[config.mk]
export PLATFORM = sky130hd
export DESIGN_NAME = sha256_byte_stream_hasher
export DESIGN_NICKNAME = d
export VERILOG_FILES = /design/src/rtl/sha256_pkg.sv /design/src/rtl/sha256_byte_stream_hasher.sv
export SDC_FILE = /design/constraint.sdc
export NUM_CORES = 2
export LEC_CHECK = 0
export BUFFER_PORTS_ARGS = -buffer_cell sky130_fd_sc_hd__buf_2
export CORE_MARGIN = 2
export CORE_UTILIZATION = 60
export DETAILED_ROUTE_END_ITERATION = 7
export PLACE_DENSITY = 0.77
export SYNTH_ARGS = -nofsm -noshare
export SYNTH_HDL_FRONTEND = slang
export SYNTH_SLANG_ARGS = --single-unit
[constraint.sdc]
create_clock -name clk -period 31.1 [get_ports clk]
set_input_delay 3.11 -clock clk [delete_from_list [all_inputs] [get_ports clk]]
set_output_delay 3.11 -clock clk [all_outputs]
set_load 0.1 [all_outputs]
[src/rtl/sha256_pkg.sv]
// ----------------------------------------------------------------------------
// sha256_pkg
// Shared constants, state encoding and round functions for the SHA-256
// byte stream hasher.
// ----------------------------------------------------------------------------
package sha256_pkg;

  // Message length counter in bytes; the bit length is this shifted by three
  localparam int CNT_W = 61;

  // Byte position inside a block where the 64-bit length field starts
  localparam logic [5:0] LEN_POS = 6'd56;

  // Last byte position of a 64-byte block
  localparam logic [5:0] BLK_LAST = 6'h3F;

  // Padding marker byte that follows the message
  localparam logic [7:0] PAD_MARK = 8'h80;

  // Index of the final digest word
  localparam logic [1:0] WORD_LAST = 2'd3;

  // Round index of the final round
  localparam logic [5:0] RND_LAST = 6'd63;

  // Sequencer states
  typedef enum logic [4:0] {
    S_IDLE = 5'b00001,
    S_COMP = 5'b00010,
    S_ADD  = 5'b00100,
    S_PAD  = 5'b01000,
    S_OUT  = 5'b10000
  } state_t;

  // Initial hash values H0 to H7
  localparam logic [31:0] IV [8] = '{
    32'h6a09e667, 32'hbb67ae85, 32'h3c6ef372, 32'ha54ff53a,
    32'h510e527f, 32'h9b05688c, 32'h1f83d9ab, 32'h5be0cd19
  };

  // Round constants
  localparam logic [31:0] RK [64] = '{
    32'h428a2f98, 32'h71374491, 32'hb5c0fbcf, 32'he9b5dba5,
    32'h3956c25b, 32'h59f111f1, 32'h923f82a4, 32'hab1c5ed5,
    32'hd807aa98, 32'h12835b01, 32'h243185be, 32'h550c7dc3,
    32'h72be5d74, 32'h80deb1fe, 32'h9bdc06a7, 32'hc19bf174,
    32'he49b69c1, 32'hefbe4786, 32'h0fc19dc6, 32'h240ca1cc,
    32'h2de92c6f, 32'h4a7484aa, 32'h5cb0a9dc, 32'h76f988da,
    32'h983e5152, 32'ha831c66d, 32'hb00327c8, 32'hbf597fc7,
    32'hc6e00bf3, 32'hd5a79147, 32'h06ca6351, 32'h14292967,
    32'h27b70a85, 32'h2e1b2138, 32'h4d2c6dfc, 32'h53380d13,
    32'h650a7354, 32'h766a0abb, 32'h81c2c92e, 32'h92722c85,
    32'ha2bfe8a1, 32'ha81a664b, 32'hc24b8b70, 32'hc76c51a3,
    32'hd192e819, 32'hd6990624, 32'hf40e3585, 32'h106aa070,
    32'h19a4c116, 32'h1e376c08, 32'h2748774c, 32'h34b0bcb5,
    32'h391c0cb3, 32'h4ed8aa4a, 32'h5b9cca4f, 32'h682e6ff3,
    32'h748f82ee, 32'h78a5636f, 32'h84c87814, 32'h8cc70208,
    32'h90befffa, 32'ha4506ceb, 32'hbef9a3f7, 32'hc67178f2
  };

  // Compression sigma on the a word
  function automatic logic [31:0] big_sig0(input logic [31:0] x);
    big_sig0 = {x[1:0], x[31:2]} ^ {x[12:0], x[31:13]} ^ {x[21:0], x[31:22]};
  endfunction

  // Compression sigma on the e word
  function automatic logic [31:0] big_sig1(input logic [31:0] x);
    big_sig1 = {x[5:0], x[31:6]} ^ {x[10:0], x[31:11]} ^ {x[24:0], x[31:25]};
  endfunction

  // Schedule sigma on word t-15
  function automatic logic [31:0] sml_sig0(input logic [31:0] x);
    sml_sig0 = {x[6:0], x[31:7]} ^ {x[17:0], x[31:18]} ^ {3'b000, x[31:3]};
  endfunction

  // Schedule sigma on word t-2
  function automatic logic [31:0] sml_sig1(input logic [31:0] x);
    sml_sig1 = {x[16:0], x[31:17]} ^ {x[18:0], x[31:19]} ^ {10'b0, x[31:10]};
  endfunction

  function automatic logic [31:0] f_ch(input logic [31:0] e, input logic [31:0] f,
                                       input logic [31:0] g);
    f_ch = (e & f) ^ (~e & g);
  endfunction

  function automatic logic [31:0] f_maj(input logic [31:0] a, input logic [31:0] b,
                                        input logic [31:0] c);
    f_maj = (a & b) ^ (a & c) ^ (b & c);
  endfunction

endpackage

[src/rtl/sha256_byte_stream_hasher.sv]
// ----------------------------------------------------------------------------
// sha256_byte_stream_hasher
// SHA-256 over a byte stream: one byte per input beat, digest out as four
// big-endian 64-bit beats after the end of each message.
// ----------------------------------------------------------------------------
//
//  channel | dir | tdata            | tuser            | tlast
//  --------+-----+------------------+------------------+-------------
//  in_     | in  | [7:0] data_byte  | [0] has_byte     | end_message
//  out_    | out | [63:0] digest_w. | [1:0] word_number| last_word
//
// Sequence: a byte beat that fills a block runs the 64 rounds and then the
// chaining add of the shared round unit. End of message shifts the pad bytes
// in one per cycle (up to 64, or 72 with the extra block), compresses each
// padded block, then offers 4 output beats. Input is not taken while a
// block or the digest is busy.
// Reset loads the initial hash values and clears the byte count.
// The output beats hold while out_tready is low.
//
module sha256_byte_stream_hasher
  import sha256_pkg::*;
(
  input  logic        clk,
  input  logic        rst_n,
  input  logic        in_tvalid,
  output logic        in_tready,
  input  logic [7:0]  in_tdata,   // [7:0] data_byte
  input  logic        in_tuser,   // [0] has_byte
  input  logic        in_tlast,   // end_message
  output logic        out_tvalid,
  input  logic        out_tready,
  output logic [63:0] out_tdata,  // [63:0] digest_word
  output logic [1:0]  out_tuser,  // [1:0] word_number
  output logic        out_tlast   // last_word
);

  state_t             state_r, state_nxt;
  logic [CNT_W-1:0]   count_r, count_nxt;
  logic [CNT_W-1:0]   count_inc;
  logic [5:0]         pos_after;
  logic [5:0]         rnd_r, rnd_nxt;
  logic [5:0]         pad_pos_r, pad_pos_nxt;
  logic               first_r, first_nxt;
  logic               len_ok_r, len_ok_nxt;
  logic               last_blk_r, last_blk_nxt;
  logic               ending_r, ending_nxt;
  logic [1:0]         word_r, word_nxt;
  logic [31:0]        h_r [8];
  logic [31:0]        h_nxt [8];
  logic [31:0]        v_r [8];
  logic [31:0]        v_nxt [8];
  logic [31:0]        win_r [16];
  logic [31:0]        win_nxt [16];
  logic               shift_en;
  logic [7:0]         shift_byte;
  logic [7:0]         pad_byte;
  logic [63:0]        msg_bits;
  logic [63:0]        len_sh;
  logic [31:0]        t1;
  logic [31:0]        t2;
  logic [31:0]        w_new;

  // Handshake outputs straight from state
  assign in_tready  = (state_r == S_IDLE);
  assign out_tvalid = (state_r == S_OUT);
  assign out_tdata  = {h_r[{word_r, 1'b0}], h_r[{word_r, 1'b1}]};
  assign out_tuser  = word_r;
  assign out_tlast  = (word_r == WORD_LAST);

  // Pad byte: marker, then zeros, then the bit length big-endian
  assign count_inc = count_r + {{(CNT_W-1){1'b0}}, 1'b1};
  assign pos_after = in_tuser ? count_inc[5:0] : count_r[5:0];
  assign msg_bits  = {count_r, 3'b000};
  assign len_sh    = msg_bits >> {~pad_pos_r[2:0], 3'b000};
  always_comb begin
    if (first_r) begin
      pad_byte = PAD_MARK;
    end else if (len_ok_r && (pad_pos_r >= LEN_POS)) begin
      pad_byte = len_sh[7:0];
    end else begin
      pad_byte = 8'h00;
    end
  end

  // Shared round unit and schedule word
  assign t1 = v_r[7] + big_sig1(v_r[4]) + f_ch(v_r[4], v_r[5], v_r[6])
              + RK[rnd_r] + win_r[0];
  assign t2 = big_sig0(v_r[0]) + f_maj(v_r[0], v_r[1], v_r[2]);
  assign w_new = sml_sig1(win_r[14]) + win_r[9] + sml_sig0(win_r[1]) + win_r[0];

  // Sequencer
  always_comb begin
    state_nxt    = state_r;
    count_nxt    = count_r;
    rnd_nxt      = rnd_r;
    pad_pos_nxt  = pad_pos_r;
    first_nxt    = first_r;
    len_ok_nxt   = len_ok_r;
    last_blk_nxt = last_blk_r;
    ending_nxt   = ending_r;
    word_nxt     = word_r;
    h_nxt        = h_r;
    v_nxt        = v_r;
    shift_en     = 1'b0;
    shift_byte   = 8'h00;

    case (state_r)
      S_IDLE: begin
        if (in_tvalid) begin
          // Absorb the byte first, then note the end of message
          if (in_tuser) begin
            shift_en   = 1'b1;
            shift_byte = in_tdata;
            count_nxt  = count_inc;
          end
          if (in_tlast) begin
            ending_nxt  = 1'b1;
            first_nxt   = 1'b1;
            pad_pos_nxt = pos_after;
            len_ok_nxt  = (pos_after < LEN_POS);
          end
          if (in_tuser && (count_r[5:0] == BLK_LAST)) begin
            state_nxt = S_COMP;
            rnd_nxt   = '0;
            v_nxt     = h_r;
          end else if (in_tlast) begin
            state_nxt = S_PAD;
          end
        end
      end
      S_PAD: begin
        shift_en    = 1'b1;
        shift_byte  = pad_byte;
        first_nxt   = 1'b0;
        pad_pos_nxt = pad_pos_r + 6'd1;
        if (pad_pos_r == BLK_LAST) begin
          last_blk_nxt = len_ok_r;
          state_nxt    = S_COMP;
          rnd_nxt      = '0;
          v_nxt        = h_r;
        end
      end
      S_COMP: begin
        // One round per cycle
        v_nxt[7] = v_r[6];
        v_nxt[6] = v_r[5];
        v_nxt[5] = v_r[4];
        v_nxt[4] = v_r[3] + t1;
        v_nxt[3] = v_r[2];
        v_nxt[2] = v_r[1];
        v_nxt[1] = v_r[0];
        v_nxt[0] = t1 + t2;
        rnd_nxt  = rnd_r + 6'd1;
        if (rnd_r == RND_LAST) begin
          state_nxt = S_ADD;
        end
      end
      S_ADD: begin
        for (int i = 0; i < 8; i++) begin
          h_nxt[i] = h_r[i] + v_r[i];
        end
        if (last_blk_r) begin
          state_nxt = S_OUT;
          word_nxt  = '0;
        end else if (ending_r) begin
          // Length goes into the next block in every remaining case
          state_nxt  = S_PAD;
          len_ok_nxt = 1'b1;
        end else begin
          state_nxt = S_IDLE;
        end
      end
      S_OUT: begin
        if (out_tready) begin
          word_nxt = word_r + 2'd1;
          if (word_r == WORD_LAST) begin
            state_nxt    = S_IDLE;
            h_nxt        = IV;
            count_nxt    = '0;
            ending_nxt   = 1'b0;
            last_blk_nxt = 1'b0;
            first_nxt    = 1'b0;
          end
        end
      end
      default: begin
        state_nxt = S_IDLE;
      end
    endcase
  end

  // Block window: byte shift while filling, schedule shift while compressing
  always_comb begin
    win_nxt = win_r;
    if (shift_en) begin
      for (int i = 0; i < 15; i++) begin
        win_nxt[i] = {win_r[i][23:0], win_r[i+1][31:24]};
      end
      win_nxt[15] = {win_r[15][23:0], shift_byte};
    end else if (state_r == S_COMP) begin
      for (int i = 0; i < 15; i++) begin
        win_nxt[i] = win_r[i+1];
      end
      win_nxt[15] = w_new;
    end
  end

  // Control and chaining registers
  always_ff @(posedge clk) begin
    if (!rst_n) begin
      state_r    <= S_IDLE;
      count_r    <= '0;
      rnd_r      <= '0;
      pad_pos_r  <= '0;
      first_r    <= 1'b0;
      len_ok_r   <= 1'b0;
      last_blk_r <= 1'b0;
      ending_r   <= 1'b0;
      word_r     <= '0;
      h_r        <= IV;
    end else begin
      state_r    <= state_nxt;
      count_r    <= count_nxt;
      rnd_r      <= rnd_nxt;
      pad_pos_r  <= pad_pos_nxt;
      first_r    <= first_nxt;
      len_ok_r   <= len_ok_nxt;
      last_blk_r <= last_blk_nxt;
      ending_r   <= ending_nxt;
      word_r     <= word_nxt;
      h_r        <= h_nxt;
    end
  end

  // Working variables and block window
  always_ff @(posedge clk) begin
    v_r   <= v_nxt;
    win_r <= win_nxt;
  end

  // Never take input while a digest is on offer
  a_no_overlap: assert property (@(posedge clk) disable iff (!rst_n)
    !(in_tready && out_tvalid))
    else $error("input ready while digest pending");

  // Rounds advance one per cycle inside a compression
  a_round_step: assert property (@(posedge clk) disable iff (!rst_n)
    (state_r == S_COMP) && (rnd_r != RND_LAST)
    |=> (state_r == S_COMP) && (rnd_r == $past(rnd_r) + 6'd1))
    else $error("round counter slipped");

  // Digest only follows a chaining add
  a_out_from_add: assert property (@(posedge clk) disable iff (!rst_n)
    $rose(out_tvalid) |-> $past(state_r == S_ADD))
    else $error("digest started without a finished block");

  // After the last digest beat the block is fresh
  a_restart: assert property (@(posedge clk) disable iff (!rst_n)
    out_tvalid && out_tready && out_tlast
    |=> in_tready && (count_r == '0) && (h_r[0] == IV[0]))
    else $error("state not restarted after digest");

endmodule
Yosys cells after proc, flatten, opt, wreduce, memory -nomap -nowiden
Memories as Yosys holds them, arrays and structs flattened.
Cells that the tools add are included.
{"block": "word_totals", "ff_bits": 1108, "latchBits": 0, "mem_bits_rw": 0, "mem_bits_ro": 2048, "elab_cells": 196, "mem_count": 1}
{"block": "classes", "add_sub_neg": 22, "mul": 0, "n_div": 0, "magnitude_cmp": 5, "eq_ne": 21, "n_shift": 1, "mux": 64, "n_bitwise": 21, "reduce_logical": 20}
{"memory": "(name not given)", "depth": 64, "word_bits": 32, "rd": 1, "rd_ports_with_merged_regs": 0, "write_ports": 0, "line": "sha256_byte_stream_hasher.sv:87", "source": "+ RK[rnd_r] + win_r[0];"}
{"operator": "$mux 256", "count": 5}
{"operator": "$mux 512", "count": 2}
{"operator": "$pmux 256 s3", "count": 1}
{"operator": "$add 32x32->32", "count": 18}
{"operator": "$pmux 256 s2", "count": 1}
{"operator": "$xor 32x32->32", "count": 9}
{"operator": "$mux 61", "count": 4}
{"operator": "$bmux 32 s3", "count": 2}
{"operator": "$mux 32", "count": 6}
{"operator": "$and 32x32->32", "count": 5}
{"operator": "$pmux 61 s2", "count": 1}
{"operator": "$shr 64x6->8", "count": 1}
{"operator": "$add 61x1->61 const B", "count": 1}
{"operator": "$mux 5", "count": 8}
{"operator": "$mux 6", "count": 6}
{"operator": "$mux 8", "count": 4}
{"operator": "$not 32->32", "count": 1}
{"operator": "$xor 32x22->32", "count": 1}
{"operator": "$xor 32x29->32", "count": 1}
{"operator": "$pmux 5 s5", "count": 1}
{"operator": "$reduce_and 5->1", "count": 4}
{"operator": "$eq 6x6->1 const B", "count": 3}
{"operator": "$pmux 6 s3", "count": 1}
{"operator": "$pmux 8 s2", "count": 1}
{"operator": "31 further kinds", "count": 67}

Logic depth before layout (Yosys ltp)
{"block": "logic_depth", "ltp_word": 8, "mapped_depth": 38, "mapped_depth_nobuf": 36}

Worst setup path before layout
OpenSTA, ideal clock, no wires.
{"block": "synth_path", "kind": "in2reg", "from": "in in_tuser", "to": "reg win_r[0] in the netlist's numbering (enable)", "setup_time_ns": 3.632, "t_arrival_ns": 12.755, "setup_slack_ns": 14.712, "stages": 7, "path_buffers": 4, "path_cell_list": "clkbuf_1 -> and3_1 -> clkbuf_1 -> nor2_1 -> clkbuf_1 -> clkbuf_1 -> nand2_1"}
{"block": "synth_via", "elab_chain_cells": 4}
{"element": "start: declaration", "line": "sha256_byte_stream_hasher.sv:28", "source": "input logic in_tuser,"}
{"element": "$mux 1", "line": "sha256_byte_stream_hasher.sv:111", "source": "if (in_tuser) begin"}
{"element": "$mux 1", "line": "sha256_byte_stream_hasher.sv:109", "source": "if (in_tvalid) begin"}
{"element": "$pmux 1 s2", "line": "sha256_byte_stream_hasher.sv:107", "source": "case (state_r)"}
{"element": "$reduce_bool 2->1 (no source line)"}
{"element": "end signal: assignment", "line": "sha256_byte_stream_hasher.sv:238", "source": "win_r <= win_nxt;"}
{"element": "end: declaration", "line": "sha256_byte_stream_hasher.sv:52", "source": "logic [31:0] win_r [16];"}
No other way between the ends.
A chain may end at the register's enable or synchronous reset.

==> metrics.txt <==
Die H 358 um; CP arrival around 9.9 ns; full die area ~0.13 mm2; Net Count, Synth 9140; Antenna Nets Post-Route 0; CP Max Fanout 17; Layout Skew ~0.028 ns; Post-Syn Area about 0.075 mm2; Data required, critical path 31.59 ns; layout cells sized above 1 0.0604; vias post-DR 63112; Port-buffer cells 82; RR Startpoint rnd_r[0]; RSZ-0062 raised after global routing false; reg2reg end v_r[255]; Clock Latency Late Sink slightly below 0.8 ns; Gate Count Post-Synth 8530; post-route insts no fill about 10000; Routability Congestion slightly above 1; Post-synth top cells nand2_1, edfxtp_1, o21ai_0, inv_1, clkbuf_1; Hold-fix buffers, CTS 0; placed cells slightly below 10000; Overflow after GRT 0; Final min period between 9 and 10 ns; post_cts resized 0; DRC Markers 0; R2R depth 33; most frequent CP cell inv_1; H-tree depth 3; Hold Startpoint first_r; Fmax achieved between 100 and 150 MHz; relative slew slack 0.190; ys async rst share 0; Hold Vio Cnt, Final 0; CTS tree built; setup TNS 0 ns; vias in the first global route roughly 59000; Detailed Route Iter0 Violations 8582; Num CTS Buffers around 120; Seq/Total Area, Yosys 0.397; Global Route Usage Sum 0.376; hold depth 2; Cell variety after synth 88; Critical-path top delay cell fa_1; nets 8921; Worst-path clk slew around 0.060 ns; most frequent cell after synthesis nand2_1; Area growth syn-to-layout 7.08%; Post-CTS Repair Setup Buffers 0; Avg Synthesized Cell Area just under 9 um2; DRT Wirelength approximately 250000 um; Final setup viols 0; I/O pin total 83; Tcrit/Tclk final 0.304; max incr delay on CP around 0.64 ns; Final Max Tran Viols 0; largest net degree at the start of global routing roughly 190; Sink Count between 1000 and 1500; number of synthesized register bits around 1100; Hold Crit Endpoint first_r; kind of critical path flip-flop to flip-flop; total of max-cap violations 0; DR WL/cell ~24 um; top cells by area, synth edfxtp_1, nand2_1, dfxtp_1, ha_1, fa_1; clock buffer depth 3; Die X between 300 and 400 um; top cell type's share of synthesized area 0.306; outcome finished, final reports clean; starting density of the core 0.606; Site Rows 129; worst hold path class flip-flop to flip-flop; EDFF count, synth approximately 770; Slew @ Worst Pin ~1.2 ns; Core ar. approximately 0.12 mm2; flop2flop setup slack around 22 ns; DP Wirelength around 180000 um; router iterations before antenna repair 8; initial antenna violation count 2; Startpoint Class flip-flop; Via density between 6 and 7; area leader, netlist edfxtp_1; Yosys Warn Count 0; CP endpoint kind flip-flop; Top FF cell, synth edfxtp_1; root buffer cell clkbuf_16; first-pass GRT wire length 364000 um
worst max-delay path: cells and delay by family, from the launching register on:
| kind | cells | cell delay, ns |
|---|---|---|
| compound gates | 19 | 4.76 |
| fa+ha+maj | 6 | 2.64 |
| buf+inv | 5 | 1.03 |
| xor+xnor | 2 | 0.34 |
| flops | 1 | 0.31 |
| simple gates | 1 | 0.11 |
cells in the final DEF (no fill, tap or decap), drive strengths merged, types with 28 or more instances in the layout:
cell type	n
nand2	2294
edfxtp	768
o21ai	565
inv	520
a21oi	417
ha	399
xnor2	345
nor2	345
dfxtp	340
xor2	260
a21o	201
fa	197
clkbuf	167
buf	150
nand3	133
nor3	114
nor2b	95
mux4	84
a31oi	62
o21a	57
o21bai	56
and3	55
nand2b	51
or3	50
a211oi	48
a21boi	46
o22ai	45
a22oi	42
clkinv	41
and2	39
nand4	37
o211ai	36
mux2	34
o31ai	32
mux2i	28
how the worst max path moves through the flow:
stage | from | endpoint
after global placement | rnd_r[0] | v_r[255]
after detailed placement | rnd_r[0] | v_r[255]
after floorplan | in_tuser | win_r[0]
after CTS | rnd_r[0] | v_r[255]
after global routing | rnd_r[0] | v_r[255]
final | rnd_r[0] | v_r[255]
cell families after synthesis:
| family | count (synthesis) | synth area share |
|---|---|---|
| DFF | 1108 | 0.397 |
| xor gates and xnor gates | 605 | 0.0704 |
| adders and majority gates | 599 | 0.119 |
| buffers and inverters | 1009 | 0.0503 |
| muxes | 146 | 0.0339 |
| and+or+nand+nor | 3285 | 0.183 |
| AOI/OAI and AO/OA | 1778 | 0.147 |
per-layer routing:
| layer | global-route usage | vias up | wire (um) |
|---|---|---|---|
| li1 | - | 28810 | - |
| met1 | 0.543 | 30415 | 103000 |
| met2 | 0.545 | 3342 | 104000 |
| met3 | 0.0900 | 545 | 27800 |
| met4 | 0.151 | 0 | 10800 |
| met5 | 0 | - | 0 |
registers in the layout (all words and copies together) (netlist names):
signal,cells
pad_pos_r,6
last_blk_r,1
rnd_r,6
ending_r,1
v_r,256
win_r,512
count_r,61
h_r,256
out_tuser,2
len_ok_r,1
state_r,5
first_r,1
through the flow:
step,util,setup slack [ns],hold WS (ns),area [um2]
after floorplan,-,14.71,0.437,75300
after global placement,0.617,21.83,0.452,76600
after detailed placement,0.617,21.81,0.464,76600
after CTS,0.649,21.78,0.474,80600
after global routing,0.649,21.13,0.505,80600
final,0.649,21.65,0.475,80600
cell type report:
class / instances / area, um2
Fill cell: 10265 / 43500
Multi-Input combinational cell: 6413 / 41700
Sequential cell: 1108 / 29900
Clock buffer: 167 / 3330
Tap cell: 1637 / 2050
Inverter: 519 / 1960
Timing Repair Buffer: 150 / 1000
Clock inverter: 60 / 702
Antenna cell: 3 / 7.51
Power is not shown: default switching activity piles up to over one toggle a cycle in this logic, so the estimate is an artifact.
